$ cat src/rtl/core/cau_pkg.sv
// ----------------------------------------------------------------------------
// Complex arithmetic unit package
// Operation codes and the flag bundle that travels down the pipeline.
// ----------------------------------------------------------------------------
package cau_pkg;

  localparam logic [1:0] OP_ADD = 2'd0;
  localparam logic [1:0] OP_SUB = 2'd1;
  localparam logic [1:0] OP_MUL = 2'd2;
  localparam logic [1:0] OP_DIV = 2'd3;

  typedef struct packed {
    logic is_div;
    logic eq;
    logic dz;
    logic ovf;
    logic neg_r;
    logic neg_i;
    logic pov_r;
    logic pov_i;
  } cau_flags_t;

endpackage

$ cat src/rtl/core/cau_div_cell.sv
// ----------------------------------------------------------------------------
// Complex arithmetic unit division cell
// Produces one quotient bit for the real and the imaginary numerator and
// hands the partial remainders to the next cell.
// ----------------------------------------------------------------------------
module cau_div_cell
  import cau_pkg::*;
#(
  parameter int DATA_WIDTH = 32
) (
  input  logic                    clk,
  input  logic                    rst_n,
  input  logic                    in_valid,
  output logic                    in_ready,
  input  cau_flags_t              in_flags,
  input  logic [DATA_WIDTH-1:0]   in_res_r,
  input  logic [DATA_WIDTH-1:0]   in_res_i,
  input  logic [2*DATA_WIDTH-1:0] in_den,
  input  logic [2*DATA_WIDTH-1:0] in_rem_r,
  input  logic [2*DATA_WIDTH-1:0] in_rem_i,
  input  logic [DATA_WIDTH:0]     in_low_r,
  input  logic [DATA_WIDTH:0]     in_low_i,
  input  logic [DATA_WIDTH:0]     in_q_r,
  input  logic [DATA_WIDTH:0]     in_q_i,
  output logic                    out_valid,
  input  logic                    out_ready,
  output cau_flags_t              out_flags,
  output logic [DATA_WIDTH-1:0]   out_res_r,
  output logic [DATA_WIDTH-1:0]   out_res_i,
  output logic [2*DATA_WIDTH-1:0] out_den,
  output logic [2*DATA_WIDTH-1:0] out_rem_r,
  output logic [2*DATA_WIDTH-1:0] out_rem_i,
  output logic [DATA_WIDTH:0]     out_low_r,
  output logic [DATA_WIDTH:0]     out_low_i,
  output logic [DATA_WIDTH:0]     out_q_r,
  output logic [DATA_WIDTH:0]     out_q_i
);

  localparam int PW = 2 * DATA_WIDTH;

  logic                  valid_r;
  cau_flags_t            flags_r;
  logic [DATA_WIDTH-1:0] res_r_r, res_i_r;
  logic [PW-1:0]         den_r, rem_r_r, rem_i_r;
  logic [DATA_WIDTH:0]   low_r_r, low_i_r, q_r_r, q_i_r;

  logic [PW:0]         t_r, t_i, d_r, d_i;
  logic                ge_r, ge_i;
  logic [PW-1:0]       rem_r_nxt, rem_i_nxt;
  logic [DATA_WIDTH:0] q_r_nxt, q_i_nxt;

  assign in_ready = !valid_r || out_ready;

  always_comb begin
    t_r = {in_rem_r, in_low_r[DATA_WIDTH]};
    t_i = {in_rem_i, in_low_i[DATA_WIDTH]};
    d_r = t_r - {1'b0, in_den};
    d_i = t_i - {1'b0, in_den};
    ge_r = t_r >= {1'b0, in_den};
    ge_i = t_i >= {1'b0, in_den};
    rem_r_nxt = ge_r ? d_r[PW-1:0] : t_r[PW-1:0];
    rem_i_nxt = ge_i ? d_i[PW-1:0] : t_i[PW-1:0];
    q_r_nxt = {in_q_r[DATA_WIDTH-1:0], ge_r};
    q_i_nxt = {in_q_i[DATA_WIDTH-1:0], ge_i};
  end

  always_ff @(posedge clk) begin
    if (!rst_n) begin
      valid_r <= 1'b0;
    end else if (in_ready) begin
      valid_r <= in_valid;
    end
    if (in_ready && in_valid) begin
      flags_r <= in_flags;
      res_r_r <= in_res_r;
      res_i_r <= in_res_i;
      den_r   <= in_den;
      rem_r_r <= rem_r_nxt;
      rem_i_r <= rem_i_nxt;
      low_r_r <= {in_low_r[DATA_WIDTH-1:0], 1'b0};
      low_i_r <= {in_low_i[DATA_WIDTH-1:0], 1'b0};
      q_r_r   <= q_r_nxt;
      q_i_r   <= q_i_nxt;
    end
  end

  assign out_valid = valid_r;
  assign out_flags = flags_r;
  assign out_res_r = res_r_r;
  assign out_res_i = res_i_r;
  assign out_den   = den_r;
  assign out_rem_r = rem_r_r;
  assign out_rem_i = rem_i_r;
  assign out_low_r = low_r_r;
  assign out_low_i = low_i_r;
  assign out_q_r   = q_r_r;
  assign out_q_i   = q_i_r;

endmodule

$ cat config.mk
export PLATFORM = sky130hd
export DESIGN_NAME = cau_div_cell
export DESIGN_NICKNAME = d
export VERILOG_FILES = /design/src/rtl/core/cau_pkg.sv /design/src/rtl/core/cau_div_cell.sv
export SDC_FILE = /design/constraint.sdc
export NUM_CORES = 1
export LEC_CHECK = 0
export ABC_AREA = 1
export BUFFER_PORTS_ARGS = -buffer_cell sky130_fd_sc_hd__buf_4
export CAP_MARGIN = 5
export CORE_AREA = 2 2 314 316
export CTS_BUF_LIST = sky130_fd_sc_hd__clkbuf_8
export DETAILED_ROUTE_END_ITERATION = 7
export DIE_AREA = 0 0 316 318
export PLACE_DENSITY = 0.47
export SLEW_MARGIN = 20
export SYNTH_ARGS = -nofsm -noshare
export SYNTH_HDL_FRONTEND = slang
export SYNTH_SLANG_ARGS = --single-unit
$ cat constraint.sdc
create_clock -name clk -period 25.2 [get_ports clk]
set_clock_uncertainty 0.05 [all_clocks]
set_input_delay 5.04 -clock clk [delete_from_list [all_inputs] [get_ports clk]]
set_output_delay 5.04 -clock clk [all_outputs]
set_load 0.02 [all_outputs]
* Word level (Yosys, flattened, before mapping)
Index checks and enable logic that the tools add are counted.
Operators by class: $lt $le $gt $ge 2, add/subtract/negate cells 2, reductions and logical operators 3, muxes and demuxes 2
Operators by type and width (number):
- >= comparator 65 x 64 -> 1 bit | 2
- two-way mux 64 bit | 2
- subtractor 64 bit | 2
- logical AND 1 bit | 1
- logical NOT 1 bit | 1
- logical OR 1 bit | 1
Storage, ports and cells: flip-flop bits (word level) 395, output and inout bits 398

* Logic depth before layout (Yosys ltp)
depth after elaboration 3, depth in mapped cells 18, mapped depth without buffers 17

* Least setup slack after synthesis
Ideal clock, no wire load.
path kind input port to flip-flop, from input port in_valid, to register den_r[0] (netlist: out_den[0]) (enable), stages on the path 2, buffers on the path 0, arrival 23941 ps, path slack -75 ps, library setup time 1284 ps, cells stage by stage inv_1 > a21oi_1
On the way: word-level cells in the longest chain between the ends 1
RTL lines:
- from (decl) | line cau_div_cell.sv:13 | input logic in_valid,
- logical AND 1 bit | line cau_div_cell.sv:73 | if (in_ready && in_valid) begin
- to (signal assigned) | line cau_div_cell.sv:77 | den_r <= in_den;
- to (decl) | line cau_div_cell.sv:44 | logic [PW-1:0] den_r, rem_r_r, rem_i_r;
Every way passes these cells. A chain may end at the register's enable or synchronous reset.

* Worst setup path in the final report
from input port out_ready, to output port in_ready
On the way: word-level cells in the longest chain between the ends 1
RTL lines:
- from (decl) | line cau_div_cell.sv:26 | input logic out_ready,
- logical OR 1 bit | line cau_div_cell.sv:52 | assign in_ready = !valid_r || out_ready;
- to (decl) | line cau_div_cell.sv:14 | output logic in_ready,
Every way passes these cells.

==> results.md <==
- Counting the fill cells in the layout gives 10,570.
- The number of global-route vias before repair is between 20,000 and 25,000.
- The TritonCTS clock tree is yes.
- The run finished with clean final reports.
- STA puts the critical path data arrival time at approximately 5500 ps.
- The reg-to-reg setup timing slack is approximately 21,000 ps.
- VDD sags by at most 37.09 uV.
- Routability-driven placement finished with a final weighted congestion of ~0.93.
- The startpoint identified for the worst register-to-register timing path is out_valid.
- Summed over all layers, the global routing overflow is 0.
- The CTS H-tree depth is 3.
- The kind of end point of the critical path is a primary output.
- The placement-stage worst setup slack is between 10,000 and 15,000 ps.
- The first global-routing pass estimated roughly 180 mm of wire.
- The total placed cells including tap cells is 5,506.
- Of the total power, registers draw 39.7%.
- The total global routing track utilization is roughly 25%.
- The layout overhead on the synthesized area is 34.45%.
- Hold repair after CTS inserted 0 buffers.
- In the synthesized netlist the async set-or-reset flop fraction comes to 0%.
- The region available for standard cell placement spans 97,410 sq um.
- The final max-slew violation count is 0.
- The startpoint of the lowest-slack hold path is out_valid.
- Internal power comes to around 1.3 mW.
- The source-to-sink clock delay at the later pin of the worst-skew pair is 710 ps.
- The cell area power density is 58.96 nW/um^2.
- The largest buffer count on any clock path is 3.
- The highest clock rate is between 90 and 100 MHz.
- For this design, the sink count on the clock tree is 395.
- In this run switching power makes up about a third of total power.
- The clock network fraction of total power is approximately 31%.
- The length of the first detailed-routing pass in iterations is 5.
- The tightest min-delay check is of the register to register type.
- Along the worst hold path, the cell count comes to 2.
- For hold timing, the worst endpoint is out_valid.
- The die area is ~100,000 sq um.
- The measured slew at the worst slew-check pin is between 900 and 1000 ps.
- Setup repair after global routing left no endpoint under its margin.
- The leakage power is 18.32 nW.
- The worst relative slew slack is a little under two fifths.
- The ratio of cells with drive above 1 in the final layout is a little over a fifth.
- After layout, the minimum clock period comes to roughly 11,000 ps.
- After synthesis, the most frequently instantiated cells are 1,382 x sky130_fd_sc_hd__nand2_1, 709 x sky130_fd_sc_hd__inv_1, 394 x sky130_fd_sc_hd__edfxtp_1, 286 x sky130_fd_sc_hd__nand3_1, 208 x sky130_fd_sc_hd__nor2_1.
- The width of the die is roughly 320 um.
- The synthesized design contains 394 enable-type register cells.
- The number of rows created at floorplan is 115.
- The number of nets still failing antenna checks after routing is 0.
- Sorting the synthesized cells by area gives the leading types as sky130_fd_sc_hd__edfxtp_1 46%, sky130_fd_sc_hd__nand2_1 20%, sky130_fd_sc_hd__inv_1 10%, sky130_fd_sc_hd__ha_1 6.2%, sky130_fd_sc_hd__nand3_1 5.6%.
- The total via count after detailed routing is ~25,000.
- The tool flagged a number of max-cap violations equal to 0.
- In the final routed layout, each cell accounts on average for about 23 um.
- The synthesized netlist contains 39 unique library cells.
- The final setup slack of the worst path is about 15,000 ps.
- The netlist area before placement is approximately 26,000 sq um.
- After synthesis, the largest area contributor takes up between 40% and 50% of total cell area.
- The wire-length estimate of the detail-placed layout is approximately 110 mm.
- The number of DRC markers in iteration 0 is between 1,500 and 2,000.
- After detailed routing, the number of remaining DRC violations is 0.
- The number of nets at the end of the flow is roughly 4,800.
- The number of antenna violations at the first check in global routing is 18.
- In the synthesized netlist, the number of instances is approximately 3,500.
- The initial utilization of the core area, before any placement, comes to a little over a quarter.
- Yosys instantiated no cell more often than sky130_fd_sc_hd__nand2_1.
- Synthesis inferred a little under 400 register bits.
- A synthesized cell averages 7.455 sq um.
- The maximum number of pins on one net before global-route repair is roughly 130.
- Adding up every negative setup slack in the final design gives 0 ps.
- The startpoint type of the worst setup path is an input pin.
- The cell taking the most area after synthesis is sky130_fd_sc_hd__edfxtp_1.
- For this block, the routed nets add up to between 100 and 150 mm of wire.
- The highest net fanout along the worst path is 2.
- The quantity of I/O buffers inserted on ports is 793.
- The share of the Yosys chip area taken by registers is a little under half.
- The reported net switching power is 0.7196 mW.
- The utilization after layout is approximately 36%.
- In the routed layout, each cell is associated on average with a via count of 4.439.
- The post-cts sizing count is 0.
- Clock tree synthesis inserted a total of between 70 and 80 buffers.
- The count of final hold-check violations came to 0.
- The final setup violation count is 0.
- The combinational cell fraction of total power is 29.2%.
- The end of the worst register-to-register path is out_res_i[7].
- The category of the critical setup timing path is input pin to primary output.
- The count of cells in the finished layout, fillers not included, comes to roughly 5,600.
- The cell count of the worst reg-to-reg path is 4.
- After layout, the worst path uses a little over two fifths of the clock period.
- In the synthesized netlist the dominant register cell turns out to be sky130_fd_sc_hd__edfxtp_1.
- Once the clock tree was built, the setup fixing pass inserted 0 buffers.
- The boundary pin count is ~800.
- The clock tree root buffer cell is sky130_fd_sc_hd__clkbuf_8.
- The number of warnings issued by yosys is 0.
- The floorplan die height is 318 um.
- The required time reported for the critical path endpoint is just over 20,000 ps.
- The post-CTS clock slew at the launch and capture registers of the worst setup and hold paths is 60 ps.
## worst max path at each step
stage / to / depth (start not counted) / startpoint / slack [ps]
6_report: in_ready / 4 / out_ready / 14630
5_1_grt: in_ready / 4 / out_ready / 14610
4_1_cts: in_ready / 4 / out_ready / 14630
3_5_place_dp: in_ready / 4 / out_ready / 14630
3_3_place_gp: in_ready / 4 / out_ready / 14630
2_1_floorplan: out_den[0] / 2 / out_ready / 8080
## power by group through the flow
| stage | clock (mW) | combinational [mW] | sequential, mW |
|---|---|---|---|
| final | 0.634 | 0.597 | 0.812 |
| after global routing | 0.688 | 0.651 | 0.816 |
| after CTS | 0.662 | 0.605 | 0.812 |
| after detailed placement | 0 | 0.603 | 0.824 |
| after global placement | 0 | 0.602 | 0.825 |
| after floorplan | 0 | 0.258 | 0.902 |
## cell type report
cell class | instances | area [sq um] | area share [%]
flip-flops and latches | 395 | 11850 | 34.20
inverters | 718 | 2695 | 7.777
diodes | 2 | 5.005 | 0.01444
well taps | 1287 | 1610 | 4.647
clock buffers | 79 | 1087 | 3.138
multi-input cells | 2305 | 11010 | 31.77
clock inverters | 59 | 367.9 | 1.062
repair buffers | 801 | 6026 | 17.39
## placed cells by master (no fill, tap or decap), types with 4 or more instances in the layout
cell,n
sky130_fd_sc_hd__clkbuf_8,79
sky130_fd_sc_hd__nor4_1,9
sky130_fd_sc_hd__buf_4,800
sky130_fd_sc_hd__clkinv_2,6
sky130_fd_sc_hd__a21oi_1,90
sky130_fd_sc_hd__and3_1,8
sky130_fd_sc_hd__inv_1,739
sky130_fd_sc_hd__o21ai_0,17
sky130_fd_sc_hd__nor2_1,208
sky130_fd_sc_hd__nand4_1,18
sky130_fd_sc_hd__nand2_2,4
sky130_fd_sc_hd__xor2_1,60
sky130_fd_sc_hd__ha_1,128
sky130_fd_sc_hd__nor3_1,22
sky130_fd_sc_hd__edfxtp_1,394
sky130_fd_sc_hd__and2_1,4
sky130_fd_sc_hd__clkinv_1,12
sky130_fd_sc_hd__nand3b_1,28
sky130_fd_sc_hd__inv_2,9
sky130_fd_sc_hd__nand3_1,286
sky130_fd_sc_hd__nor2_2,13
sky130_fd_sc_hd__nand2_1,1382
## state kept, by name (all words and copies together) (netlist names), 8 cells and up
signal	flops
out_den	64
out_rem_i	64
out_rem_r	64
out_q_i	33
out_q_r	33
out_low_i	32
out_low_r	32
out_res_i	32
out_res_r	32
out_flags	8
## per-layer routing
layer	global-route usage [%]	vias to the layer above	routed length, um
met2	46.49	766	67470
met1	27.94	11610	49440
met4	9.289	22	4530
met5	0	-	135
met3	5.015	171	7894
li1	-	12490	-
## critical path: stages
cell and delay [ps]:
sky130_fd_sc_hd__buf_4 110, sky130_fd_sc_hd__inv_1 100, sky130_fd_sc_hd__nand2_1 80, sky130_fd_sc_hd__buf_4 160
## cell families after synthesis
kind of cell,count (synthesis),synth area share (%)
AOI/OAI and AO/OA,115,2.306
xor gates and xnor gates,62,2.107
adders and majority gates,130,6.369
buffers and inverters,758,11.35
DFF,395,45.98
other,1,0.01455
and+or+nand+nor,1996,31.87
## per-stage QoR
step | hold WS (ps) | total power, mW | cell area [sq um]
finish | 514.0 | 2.043 | 34650
global placement | 504.1 | 1.427 | 33190
global route | 547.5 | 2.155 | 34650
CTS | 518.6 | 2.079 | 34650
floorplan | 692.3 | 1.160 | 25780
detailed placement | 510.0 | 1.427 | 33190
(Power assumes the default switching activity.)
